File: src/rtl/intlex_pkg.sv
// ----------------------------------------------------------------------------
// intlex_pkg
// shared types, constants and the character classifier of the literal lexer
// ----------------------------------------------------------------------------
package intlex_pkg;

    localparam int VALUE_BITS_DEF = 64;
    localparam int LENGTH_MAX_DEF = 255;
    localparam int QUEUE_DEPTH    = 2;
    localparam int CHAR_W         = 8;
    localparam int COUNT_W        = 8;
    localparam int OUT_VALUE_W    = 64;
    localparam int DIGIT_W        = 4;

    localparam logic [CHAR_W-1:0] CH_MINUS = 8'h2d;
    localparam logic [CHAR_W-1:0] CH_ZERO  = 8'h30;
    localparam logic [CHAR_W-1:0] CH_SEVEN = 8'h37;
    localparam logic [CHAR_W-1:0] CH_NINE  = 8'h39;
    localparam logic [CHAR_W-1:0] CH_UP_A  = 8'h41;
    localparam logic [CHAR_W-1:0] CH_UP_F  = 8'h46;
    localparam logic [CHAR_W-1:0] CH_LO_A  = 8'h61;
    localparam logic [CHAR_W-1:0] CH_LO_F  = 8'h66;
    localparam logic [CHAR_W-1:0] CH_LO_X  = 8'h78;
    localparam logic [DIGIT_W-1:0] HEX_ALPHA_BASE = 4'd10;

    typedef struct packed {
        logic [CHAR_W-1:0] char_code;
        logic              token_start;
    } t_in_word;

    typedef struct packed {
        logic [OUT_VALUE_W-1:0] literal_value;
        logic [COUNT_W-1:0]     token_length;
        logic                   hex_error;
    } t_out_word;

    // classified character as it travels through the queue
    typedef struct packed {
        logic               start;
        logic               sign_ok;
        logic               is_zero;
        logic               is_x;
        logic               is_oct;
        logic               is_dec;
        logic               is_hex;
        logic [DIGIT_W-1:0] digit;
    } t_cls;

    typedef enum logic [2:0] {
        PH_IDLE,
        PH_START,
        PH_SIGN,
        PH_ZERO,
        PH_XPFX,
        PH_HEX,
        PH_OCT,
        PH_DEC
    } t_phase;

    function automatic t_cls classify(input logic [CHAR_W-1:0] c, input logic start,
                                      input logic signed_mode);
        t_cls r;
        logic up, lo;
        r.start   = start;
        r.sign_ok = signed_mode && (c == CH_MINUS);
        r.is_zero = (c == CH_ZERO);
        r.is_x    = (c == CH_LO_X);
        r.is_oct  = (c >= CH_ZERO) && (c <= CH_SEVEN);
        r.is_dec  = (c >= CH_ZERO) && (c <= CH_NINE);
        up        = (c >= CH_UP_A) && (c <= CH_UP_F);
        lo        = (c >= CH_LO_A) && (c <= CH_LO_F);
        r.is_hex  = r.is_dec || up || lo;
        if (up) begin
            r.digit = c[DIGIT_W-1:0] - CH_UP_A[DIGIT_W-1:0] + HEX_ALPHA_BASE;
        end else if (lo) begin
            r.digit = c[DIGIT_W-1:0] - CH_LO_A[DIGIT_W-1:0] + HEX_ALPHA_BASE;
        end else begin
            r.digit = c[DIGIT_W-1:0];
        end
        return r;
    endfunction

endpackage

File: src/rtl/intlex_front.sv
// ----------------------------------------------------------------------------
// intlex_front
// accepts input words, holds the mode register and classifies each character
// ----------------------------------------------------------------------------
module intlex_front
    import intlex_pkg::*;
(
    input  logic     i_clk,
    input  logic     i_rst_n,
    input  logic     i_cfg_we,
    input  logic     i_cfg_wdata,
    input  logic     i_in_valid,
    output logic     o_in_ready,
    input  t_in_word i_in_word,
    output logic     o_push,
    output t_cls     o_push_cls,
    input  logic     i_queue_full
);

    logic r_signed_mode;

    always_ff @(posedge i_clk) begin
        if (!i_rst_n) begin
            r_signed_mode <= 1'b1;
        end else if (i_cfg_we) begin
            r_signed_mode <= i_cfg_wdata;
        end
    end

    assign o_in_ready = !i_queue_full;
    assign o_push     = i_in_valid && !i_queue_full;
    assign o_push_cls = classify(i_in_word.char_code, i_in_word.token_start, r_signed_mode);

endmodule

File: src/rtl/intlex_queue.sv
// ----------------------------------------------------------------------------
// intlex_queue
// short register queue of classified characters between front and back
// ----------------------------------------------------------------------------
module intlex_queue
    import intlex_pkg::*;
#(
    parameter int DEPTH = QUEUE_DEPTH
) (
    input  logic i_clk,
    input  logic i_rst_n,
    input  logic i_push,
    input  t_cls i_push_cls,
    output logic o_full,
    output logic o_valid,
    output t_cls o_cls,
    input  logic i_pop
);

    localparam int PtrW = (DEPTH > 1) ? $clog2(DEPTH) : 1;
    localparam int CntW = $clog2(DEPTH + 1);

    t_cls            r_mem [DEPTH];
    logic [PtrW-1:0] r_wptr, n_wptr;
    logic [PtrW-1:0] r_rptr, n_rptr;
    logic [CntW-1:0] r_count, n_count;
    logic            do_pop;

    assign o_full  = (r_count == CntW'(DEPTH));
    assign o_valid = (r_count != '0);
    assign o_cls   = r_mem[r_rptr];
    assign do_pop  = i_pop && o_valid;

    always_comb begin
        n_wptr  = r_wptr;
        n_rptr  = r_rptr;
        n_count = r_count;
        if (i_push) begin
            n_wptr = (r_wptr == PtrW'(DEPTH - 1)) ? '0 : r_wptr + 1'b1;
        end
        if (do_pop) begin
            n_rptr = (r_rptr == PtrW'(DEPTH - 1)) ? '0 : r_rptr + 1'b1;
        end
        if (i_push && !do_pop) begin
            n_count = r_count + 1'b1;
        end else if (do_pop && !i_push) begin
            n_count = r_count - 1'b1;
        end
    end

    always_ff @(posedge i_clk) begin
        if (!i_rst_n) begin
            r_wptr  <= '0;
            r_rptr  <= '0;
            r_count <= '0;
        end else begin
            r_wptr  <= n_wptr;
            r_rptr  <= n_rptr;
            r_count <= n_count;
        end
    end

    always_ff @(posedge i_clk) begin
        if (i_push) begin
            r_mem[r_wptr] <= i_push_cls;
        end
    end

endmodule

File: src/rtl/intlex_back.sv
// ----------------------------------------------------------------------------
// intlex_back
// scan state machine, radix accumulator and registered result word
// ----------------------------------------------------------------------------
module intlex_back
    import intlex_pkg::*;
#(
    parameter int VALUE_BITS = VALUE_BITS_DEF,
    parameter int LENGTH_MAX = LENGTH_MAX_DEF
) (
    input  logic      i_clk,
    input  logic      i_rst_n,
    input  logic      i_valid,
    input  t_cls      i_cls,
    output logic      o_pop,
    output logic      o_out_valid,
    input  logic      i_out_ready,
    output t_out_word o_out_word
);

    localparam int LenCap = (LENGTH_MAX < 255) ? LENGTH_MAX : 255;

    t_phase                r_phase, n_phase;
    logic [VALUE_BITS-1:0] r_acc, n_acc;
    logic [COUNT_W-1:0]    r_cnt, n_cnt;
    logic                  r_neg, n_neg;
    logic                  r_out_valid, n_out_valid;
    t_out_word             r_out_word, n_out_word;

    t_phase                ph_b;
    logic [VALUE_BITS-1:0] acc_b, dig_ext, sum8, sum10, sum16, fin_val;
    logic [COUNT_W-1:0]    cnt_b, cnt_inc;
    logic                  neg_b;
    logic                  fin, fin_err;
    logic                  pop;

    assign pop     = i_valid && (!r_out_valid || i_out_ready);
    assign o_pop   = pop;

    assign ph_b    = i_cls.start ? PH_START : r_phase;
    assign acc_b   = i_cls.start ? '0 : r_acc;
    assign cnt_b   = i_cls.start ? '0 : r_cnt;
    assign neg_b   = i_cls.start ? 1'b0 : r_neg;
    assign cnt_inc = (cnt_b < COUNT_W'(LenCap)) ? cnt_b + 1'b1 : cnt_b;

    assign dig_ext = VALUE_BITS'(i_cls.digit);
    assign sum8    = (acc_b << 3) | dig_ext;
    assign sum16   = (acc_b << 4) | dig_ext;
    assign sum10   = (acc_b << 3) + (acc_b << 1) + dig_ext;
    assign fin_val = neg_b ? ('0 - acc_b) : acc_b;

    always_comb begin
        n_phase = ph_b;
        n_acc   = acc_b;
        n_cnt   = cnt_b;
        n_neg   = neg_b;
        fin     = 1'b0;
        fin_err = 1'b0;
        unique case (ph_b)
            PH_IDLE: begin
            end
            PH_START, PH_SIGN: begin
                if (ph_b == PH_START && i_cls.sign_ok) begin
                    n_neg   = 1'b1;
                    n_cnt   = cnt_inc;
                    n_phase = PH_SIGN;
                end else if (i_cls.is_zero) begin
                    n_cnt   = cnt_inc;
                    n_phase = PH_ZERO;
                end else if (i_cls.is_dec) begin
                    n_acc   = sum10;
                    n_cnt   = cnt_inc;
                    n_phase = PH_DEC;
                end else begin
                    fin = 1'b1;
                end
            end
            PH_ZERO: begin
                if (i_cls.is_x) begin
                    n_cnt   = cnt_inc;
                    n_phase = PH_XPFX;
                end else if (i_cls.is_oct) begin
                    n_acc   = sum8;
                    n_cnt   = cnt_inc;
                    n_phase = PH_OCT;
                end else begin
                    fin = 1'b1;
                end
            end
            PH_XPFX, PH_HEX: begin
                if (i_cls.is_hex) begin
                    n_acc   = sum16;
                    n_cnt   = cnt_inc;
                    n_phase = PH_HEX;
                end else begin
                    fin     = 1'b1;
                    fin_err = (ph_b == PH_XPFX);
                end
            end
            PH_OCT: begin
                if (i_cls.is_oct) begin
                    n_acc = sum8;
                    n_cnt = cnt_inc;
                end else begin
                    fin = 1'b1;
                end
            end
            PH_DEC: begin
                if (i_cls.is_dec) begin
                    n_acc = sum10;
                    n_cnt = cnt_inc;
                end else begin
                    fin = 1'b1;
                end
            end
            default: begin
            end
        endcase
        if (fin) begin
            n_phase = PH_IDLE;
            n_acc   = '0;
            n_cnt   = '0;
            n_neg   = 1'b0;
        end

        n_out_valid = r_out_valid && !i_out_ready;
        n_out_word  = r_out_word;
        if (pop && fin) begin
            n_out_valid              = 1'b1;
            n_out_word.literal_value = OUT_VALUE_W'(fin_val);
            n_out_word.token_length  = cnt_b;
            n_out_word.hex_error     = fin_err;
        end
    end

    always_ff @(posedge i_clk) begin
        if (!i_rst_n) begin
            r_phase     <= PH_IDLE;
            r_acc       <= '0;
            r_cnt       <= '0;
            r_neg       <= 1'b0;
            r_out_valid <= 1'b0;
        end else begin
            if (pop) begin
                r_phase <= n_phase;
                r_acc   <= n_acc;
                r_cnt   <= n_cnt;
                r_neg   <= n_neg;
            end
            r_out_valid <= n_out_valid;
        end
    end

    always_ff @(posedge i_clk) begin
        r_out_word <= n_out_word;
    end

    assign o_out_valid = r_out_valid;
    assign o_out_word  = r_out_word;

endmodule

File: src/rtl/integer_literal_lexer.sv
// ----------------------------------------------------------------------------
// integer_literal_lexer
// streaming lexer for c-style decimal, octal and hex integer literals
//
//   channel   signals                              carries
//   in        i_in_valid / o_in_ready / i_in_word   one character per word
//   out       o_out_valid / i_out_ready / o_out_word one literal per word
//   cfg       i_cfg_we / i_cfg_wdata               signed mode bit
//
// one character per cycle sustained while the output is not stalled; the
// radix multiply-add of the back end sets that figure. a result word is
// registered in the cycle after the back end takes its terminating
// character. a two-word queue separates front and back; a stalled output
// holds the back end and the queue absorbs up to two more characters.
// reset is synchronous and leaves signed mode on.
// ----------------------------------------------------------------------------
module integer_literal_lexer
    import intlex_pkg::*;
#(
    parameter int VALUE_BITS = VALUE_BITS_DEF,
    parameter int LENGTH_MAX = LENGTH_MAX_DEF
) (
    input  logic      i_clk,
    input  logic      i_rst_n,
    input  logic      i_cfg_we,
    input  logic      i_cfg_wdata,
    input  logic      i_in_valid,
    output logic      o_in_ready,
    input  t_in_word  i_in_word,
    output logic      o_out_valid,
    input  logic      i_out_ready,
    output t_out_word o_out_word
);

    logic push, full, q_valid, pop;
    t_cls push_cls, q_cls;

    intlex_front u_front (
        .i_clk        (i_clk),
        .i_rst_n      (i_rst_n),
        .i_cfg_we     (i_cfg_we),
        .i_cfg_wdata  (i_cfg_wdata),
        .i_in_valid   (i_in_valid),
        .o_in_ready   (o_in_ready),
        .i_in_word    (i_in_word),
        .o_push       (push),
        .o_push_cls   (push_cls),
        .i_queue_full (full)
    );

    intlex_queue #(
        .DEPTH (QUEUE_DEPTH)
    ) u_queue (
        .i_clk      (i_clk),
        .i_rst_n    (i_rst_n),
        .i_push     (push),
        .i_push_cls (push_cls),
        .o_full     (full),
        .o_valid    (q_valid),
        .o_cls      (q_cls),
        .i_pop      (pop)
    );

    intlex_back #(
        .VALUE_BITS (VALUE_BITS),
        .LENGTH_MAX (LENGTH_MAX)
    ) u_back (
        .i_clk       (i_clk),
        .i_rst_n     (i_rst_n),
        .i_valid     (q_valid),
        .i_cls       (q_cls),
        .o_pop       (pop),
        .o_out_valid (o_out_valid),
        .i_out_ready (i_out_ready),
        .o_out_word  (o_out_word)
    );

endmodule

File: config.mk
export PLATFORM = sky130hd
export DESIGN_NAME = integer_literal_lexer
export DESIGN_NICKNAME = d
export VERILOG_FILES = /design/src/rtl/intlex_pkg.sv /design/src/rtl/intlex_front.sv /design/src/rtl/intlex_queue.sv /design/src/rtl/intlex_back.sv /design/src/rtl/integer_literal_lexer.sv
export SDC_FILE = /design/constraint.sdc
export NUM_CORES = 1
export LEC_CHECK = 0
export BUFFER_PORTS_ARGS = -buffer_cell sky130_fd_sc_hd__buf_2
export CORE_ASPECT_RATIO = 0.7
export CORE_MARGIN = 1
export CORE_UTILIZATION = 40
export DETAILED_ROUTE_END_ITERATION = 12
export PLACE_DENSITY = 0.58
export SLEW_MARGIN = 15
export SYNTH_ARGS = -nofsm -noshare
export SYNTH_HDL_FRONTEND = slang
export SYNTH_SLANG_ARGS = --single-unit
export TNS_END_PERCENT = 100
File: constraint.sdc
create_clock -name i_clk -period 5.55 [get_ports i_clk]
set_input_delay 1.11 -clock i_clk [delete_from_list [all_inputs] [get_ports i_clk]]
set_output_delay 1.11 -clock i_clk [all_outputs]
set_load 0.1 [all_outputs]
==> summary.md, run 1 <==
| Metric | Value |
|---|---|
| Clk_lat worst skew | approximately 0.45 ns |
| CP cell instances | mux2i_4 > buf_12 > and2_1 > ha_1 > ha_1 > fa_1 > a211oi_1 > o21bai_1 > o211a_1 > nor2_1 > o21ba_2 > nor2_1 > a21boi_0 > o21a_1 > o21ai_0 > xnor2_1 > nand2_1 > a211oi_1 |
| Vias in the first global route | around 12000 |
| XOR/XNOR Fraction of Synth Area | 0.0759 |
| Multiplexer share of the synthesized area | 0.0138 |
| Unrepaired setup endpoints after global routing | no |
| CTS resizes | 0 |
| Synth Area per Inst | 8.27 um2 |
| I/O Pins | 90 |
| Gpl congestion | 0.969 |
| Main combinational cell family by area after synthesis | compound AO/OA/AOI/OAI gates |
| Sequential area share after synthesis | 0.313 |
| Worst EP required | slightly below 6 ns |
| CP peak stage delay | 0.52 ns |
| Post CTS Setup Buffer Count | 0 |
| Post-synthesis compound-gate area fraction | 0.239 |
| Largest net degree at the start of global routing | 74 |
| Worst Tran Pin Value | roughly 1.1 ns |
| Post-cts hold buffer count | 0 |
| Input/output buffers | about 90 |
| Starting Density | 0.411 |
| Layout cell share with drive strength beyond 1 | 0.103 |
| MaxCap Viol Count | 0 |
| Max_slew headroom | 0.236 |
| Final worst-path cycle share | 0.875 |
| Leakage power | just under 0.007 uW |
| Yosys reg bits | 178 |
| Status | complete, no violations |
| Longest Clk Path Bufs | 2 |
| Crit start category | register |
| DRC | 0 |
| Ys Warns | 0 |
| Die Wd | around 230 um |
| Core Region | around 0.035 mm2 |
| Fin Setup TNS | 0 ns |
| CP Max Fanout | slightly above 70 |
| Final antenna diode count | 0 |
| Critical path class | register to register |
| Drt first pass iters | 5 |
| FMAX | 206 MHz |
| Drt wl/cell | about 21 um |
| Top cells by count, synth | nand2_1, nor2_1, ha_1 |
| Die height | 161 um |
| Slew Limit Fails | 0 |
| First-pass GRT wire length | roughly 73000 um |
| Tot Pwr | ~8500 uW |
| Total Routing Usage GR | 0.252 |
| Number of nets in the layout | 1915 |
| Clock Skew | roughly 0.014 ns |
| Initial DRC count | roughly 1700 |
| Post-route ant nets | 0 |
| WP data arrival | ~5.2 ns |
| Clock sinks | 178 |
| Ys async rst share | 0 |
| WL final | ~47000 um |
| Crit path capture type | register |
| Synth area leaders | edfxtp_1, dfxtp_1, ha_1 |
| WP buf/inv | 1 |
| Post-synthesis simple-gate area fraction | 0.196 |
| Inserted Clock Buffers | 17 |
| Number of failing hold endpoints at the final stage | 0 |
| Syn Std Cell Area | 0.0144 mm2 |
| Rows | between 50 and 60 |
| Final setup violation count | 0 |
| Top-area cell type share of the netlist area | 0.198 |
| Cell taking the most area after synthesis | edfxtp_1 |
| Distinct cells, synth | between 70 and 80 |
| DIE AREA | 0.0369 mm2 |
| Total gr overflow | 0 |
| Worst Hold Class | register to register |
| Most frequent cell after synthesis | nand2_1 |
| CTS root buffer | clkbuf_16 |
| Post-DR vias/cell | around 6 |
| Synth Area in Adders | 0.114 |
| Reg2Reg Setup Slack | ~0.69 ns |
| Clk slew on worst S/H paths | 0.08 ns |
| Area Overhead vs Synth | 9.64% |
| Largest delay share family, worst path | compound AO/OA/AOI/OAI gates |
| DR vias | between 10000 and 15000 |
| Mapped Cells | 1745 |
| Ys flop type | edfxtp_1 |
| H-tree depth | 4 |
| Peak supply drop | about 210 uV |
| Post-Syn Nets | approximately 1900 |
| Pwr Density | 539 mW/mm2 |
| Slowest cell on the critical path | a21boi_0 |
| TritonCTS clock tree | done |
| Placed wire-length estimate | between 30000 and 40000 um |
| Initial antenna violation count | 0 |
| Post-synth EDFFs | 95 |
| Fin crit period | a little under 5 ns |
## cells by family (layout without fill, tap and decap cells)
group,after synthesis,in the layout
flops,178,178
compound gates,522,522
fa+ha+maj,131,131
simple gates,590,590
buf+inv,181,218
xor+xnor,125,125
mux,18,18
## per-layer routing
layer | vias up | share of wire | GRT usage | wire length (um)
met2 | 796 | 0.34 | 0.292 | 15800
li1 | 6437 | - | - | -
met1 | 6306 | 0.53 | 0.435 | 24600
met4 | 0 | 0.0072 | 0.0394 | 333
met5 | - | 0 | 0 | 0
met3 | 24 | 0.12 | 0.0646 | 5770
## layout make-up
class | instances | area [um2]
Multi-Input combinational cell | 1386 | 9240
Inverter | 76 | 285
Timing Repair Buffer | 110 | 616
Sequential cell | 178 | 4510
Clock inverter | 14 | 136
Clock buffer | 18 | 439
Tap cell | 472 | 591
Fill cell | 3483 | 19300
## per-stage QoR
step           utilization  cells  hold slack (ns)  setup slack (ns)  cell area, um2
2_1_floorplan            -   1745            0.433             0.506           14400
3_3_place_gp         0.435   2222            0.463             0.859           15200
3_5_place_dp         0.435   2222            0.460             0.826           15200
4_1_cts              0.451   2254            0.483             0.749           15800
5_1_grt              0.451   2254            0.528             0.320           15800
6_report             0.451   2254            0.473             0.691           15800
## state kept, by name, indices dropped and copies added (netlist names), named ones only
signal / cells
u_back.o_out_valid: 1
u_back.r_phase: 3
u_queue.r_rptr: 1
u_front.r_signed_mode: 1
u_back.o_out_word: 73
u_queue.r_wptr: 1
u_queue.r_count: 2
u_back.r_acc: 64
u_back.r_neg: 1
u_back.r_cnt: 8
u_queue.r_mem: 22
## cell usage in the layout, fill, tap and decap left out, types with 12 or more instances in the layout
master / count
o21ai_0: 119
nand3_1: 26
nor3_1: 30
or3_1: 17
dfxtp_1: 83
clkbuf_16: 17
nor2b_1: 33
a31oi_1: 15
ha_1: 130
nand2_1: 191
buf_2: 89
xnor2_1: 54
nor2_1: 158
mux2i_1: 12
o221ai_1: 34
o22ai_1: 31
nand4_1: 14
edfxtp_1: 95
a21oi_1: 122
a22oi_1: 13
a221oi_1: 32
buf_4: 20
a21boi_0: 16
and2_1: 37
o21bai_1: 14
and3_1: 12
nand2b_1: 16
a21o_1: 34
o31ai_1: 12
xor2_1: 71
inv_1: 75
## worst reg2reg max path, delay by kind of cell (launching register included)
| family | cells | cell delay, ns |
|---|---|---|
| buf+inv | 1 | 0.30 |
| xor+xnor | 1 | 0.25 |
| simple gates | 4 | 0.62 |
| mux | 1 | 0.28 |
| compound gates | 8 | 2.03 |
| flops | 1 | 0.40 |
| fa+ha+maj | 3 | 0.92 |
## power by group
part | leakage, uW | switching, uW | internal (uW)
Clock | 0.000278 | 597 | 608
Combinational | 0.00501 | 3640 | 1490
Sequential | 0.00157 | 402 | 1790
## final timing paths
path,start,end,cells past startpoint
min,u_front.r_signed_mode$_SDFFE_PN1P_,u_front.r_signed_mode$_SDFFE_PN1P_,2
max,register,u_back.r_acc[42]$_SDFFE_PN0P_,18
max reg2reg,register,u_back.r_acc[42]$_SDFFE_PN0P_,18
min reg2reg,u_front.r_signed_mode$_SDFFE_PN1P_,u_front.r_signed_mode$_SDFFE_PN1P_,2
(Power assumes the default switching activity.)
==> run 2, diff against run 1 <==
--- a/config.mk
+++ b/config.mk
@@ -10,9 +10,10 @@
 export CORE_MARGIN = 1
 export CORE_UTILIZATION = 40
 export DETAILED_ROUTE_END_ITERATION = 12
+export MAX_ROUTING_LAYER = met4
 export PLACE_DENSITY = 0.58
 export SLEW_MARGIN = 15
 export SYNTH_ARGS = -nofsm -noshare
 export SYNTH_HDL_FRONTEND = slang
 export SYNTH_SLANG_ARGS = --single-unit
-export TNS_END_PERCENT = 100
+export TNS_END_PERCENT = 1
==> run 2 against run 1 <==
Net effect:
- critical path type unchanged
- setup slack worse by 0.036 ns
- combinational power barely moved
- highest routed layer unchanged
- via count hardly changed
- clock-buffer cell count unchanged
- worst hold slack improved by 0.033 ns
==> summary.md, run 2 (synthesis gave the netlist of run 1 again) <==
| Metric | Value |
|---|---|
| TritonCTS clock tree | done |
| Pwr Density | roughly 540 mW/mm2 |
| Commonest non-fill, non-tap cell in the layout | nand2_1 |
| Top Layer Used | met4 |
| Slowest cell on the critical path | ha_1 |
| Number of nets in the layout | 1913 |
| Register area | 0.00451 mm2 |
| Post-route ant nets | 0 |
| Crit start category | register |
| WL final | 46500 um |
| DP Cell Count | between 2000 and 2500 |
| CTS root buffer | clkbuf_16 |
| Non-filler cells, final | 2252 |
| Vias in the first global route | 11800 |
| Post CTS Setup Buffer Count | 0 |
| DR vias | roughly 14000 |
| Clock sinks | 178 |
| Core Region | about 0.035 mm2 |
| Critical Path Most Common Cell | nand2_1 |
| Gpl congestion | slightly above 1 |
| Most frequent cells in the layout | nand2_1, nor2_1, ha_1 |
| Clk_lat worst skew | approximately 0.44 ns |
| Critical path class | register to register |
| Pre-CTS WS | 0.825 ns |
| Starting Density | 0.411 |
| Initial antenna violation count | 0 |
| Met1 Wirelength | 25300 um |
| Worst Tran Pin Value | 1.06 ns |
| First-pass GRT wire length | slightly above 70000 um |
| Slew Limit Fails | 0 |
| Layout cell share with drive strength beyond 1 | 0.101 |
| Largest net degree at the start of global routing | 80 |
| Clock Skew | approximately 0.015 ns |
| Initial DRC count | around 1800 |
| Status | complete, no violations |
| Area of the multi-input gates | just over 0.009 mm2 |
| Leakage power | about 0.007 uW |
| MaxCap Viol Count | 0 |
| Total Routing Usage GR | 0.257 |
| I/O Pins | 90 |
| Final setup violation count | 0 |
| Worst EP required | 5.92 ns |
| DIE AREA | 0.0369 mm2 |
| Placed wire-length estimate | about 36000 um |
| Final antenna diode count | 0 |
| Final worst-path cycle share | 0.882 |
| Drt wl/cell | 20.7 um |
| Tot Pwr | ~8600 uW |
| Max_slew headroom | 0.286 |
| Post-cts hold buffer count | 0 |
| H-tree depth | 4 |
| Fin crit period | about 4.9 ns |
| Number of failing hold endpoints at the final stage | 0 |
| CP Max Fanout | 79 |
| Die Wd | 229 um |
| Post-DR vias/cell | around 6 |
| Worst Hold Class | register to register |
| Clk slew on worst S/H paths | ~0.08 ns |
| FMAX | between 200 and 250 MHz |
| Crit path capture type | register |
| Layout fillers | 3456 |
| Peak supply drop | 260 uV |
| CP cell instances | mux2i_4 > buf_12 > nand2_1 > inv_1 > ha_1 > ha_1 > nand2_1 > or3_1 > or2_2 > o21ba_2 > o21ai_1 > a311o_1 > nand2_1 > a21o_1 > a21oi_1 > mux2_2 > o22ai_1 |
| Total gr overflow | 0 |
| Final worst setup slack | approximately 0.65 ns |
| Fin Setup TNS | 0 ns |
| DRC | 0 |
| CTS resizes | 0 |
| Drt first pass iters | 8 |
| Inserted Clock Buffers | 17 |
| WP data arrival | roughly 5.3 ns |
| Longest Clk Path Bufs | 2 |
| Largest register FFs | 73 |
| Input/output buffers | just under 90 |
| Area Overhead vs Synth | 9.80% |
| Unrepaired setup endpoints after global routing | no |
| Met2 routed WL | 15500 um |
| Met3 wire length | 5290 um |
| Die height | between 150 and 200 um |
| Rows | 57 |
| CP peak stage delay | 0.44 ns |
run 2: cell count changes in the layout (fill, tap and decap cells not counted), moves of 2 or more:
cell       before  now
inv_6           6    4
clkinv_4        1    3
bufinv_16       0    2
buf_4          20   17
run 2: metal layers:
metal | up-vias | GRT usage
met5 | - | -
met4 | 0 | 0.0421
met3 | 32 | 0.0550
met2 | 748 | 0.282
met1 | 6330 | 0.441
li1 | 6447 | -
run 2: metrics by stage:
stage	hold WS [ns]	cell area (um2)	util
2_1_floorplan	0.433	14400	-
3_3_place_gp	0.479	15200	0.434
3_5_place_dp	0.491	15200	0.434
4_1_cts	0.501	15800	0.452
5_1_grt	0.529	15800	0.452
6_report	0.505	15800	0.452
run 2: area by class of cell:
cell class / instances / area share
Timing Repair Buffer: 108 / 0.0387
Inverter: 76 / 0.0180
Clock inverter: 14 / 0.0108
Clock buffer: 18 / 0.0271
Multi-Input combinational cell: 1386 / 0.583
Sequential cell: 178 / 0.285
Tap cell: 472 / 0.0373
run 2: worst paths after layout:
check,to,slack (ns),startpoint,cells past startpoint
setup / recovery,u_back.r_acc[60]$_SDFFE_PN0P_,0.65,register,17
hold / removal,u_back.r_acc[63]$_SDFFE_PN0P_,0.51,u_back.r_acc[63]$_SDFFE_PN0P_,2
setup reg to reg,u_back.r_acc[60]$_SDFFE_PN0P_,0.65,register,17
hold reg to reg,u_back.r_acc[63]$_SDFFE_PN0P_,0.51,u_back.r_acc[63]$_SDFFE_PN0P_,2
run 2: power by group:
part	total (uW)	switching (uW)	internal [uW]	leakage, uW
sequential	2190	403	1790	0.00157
clock	1260	575	680	0.000290
combinational	5140	3650	1490	0.00500
total	8590	4630	3960	0.00686
run 2: critical path: cells and delay by family, from the launching register on:
kind	cells	cell delay (ns)
and+or+nand+nor	5	1.15
DFF	1	0.39
adders and majority gates	2	0.70
buffers and inverters	2	0.50
AOI/OAI and AO/OA	6	1.38
muxes	2	0.63
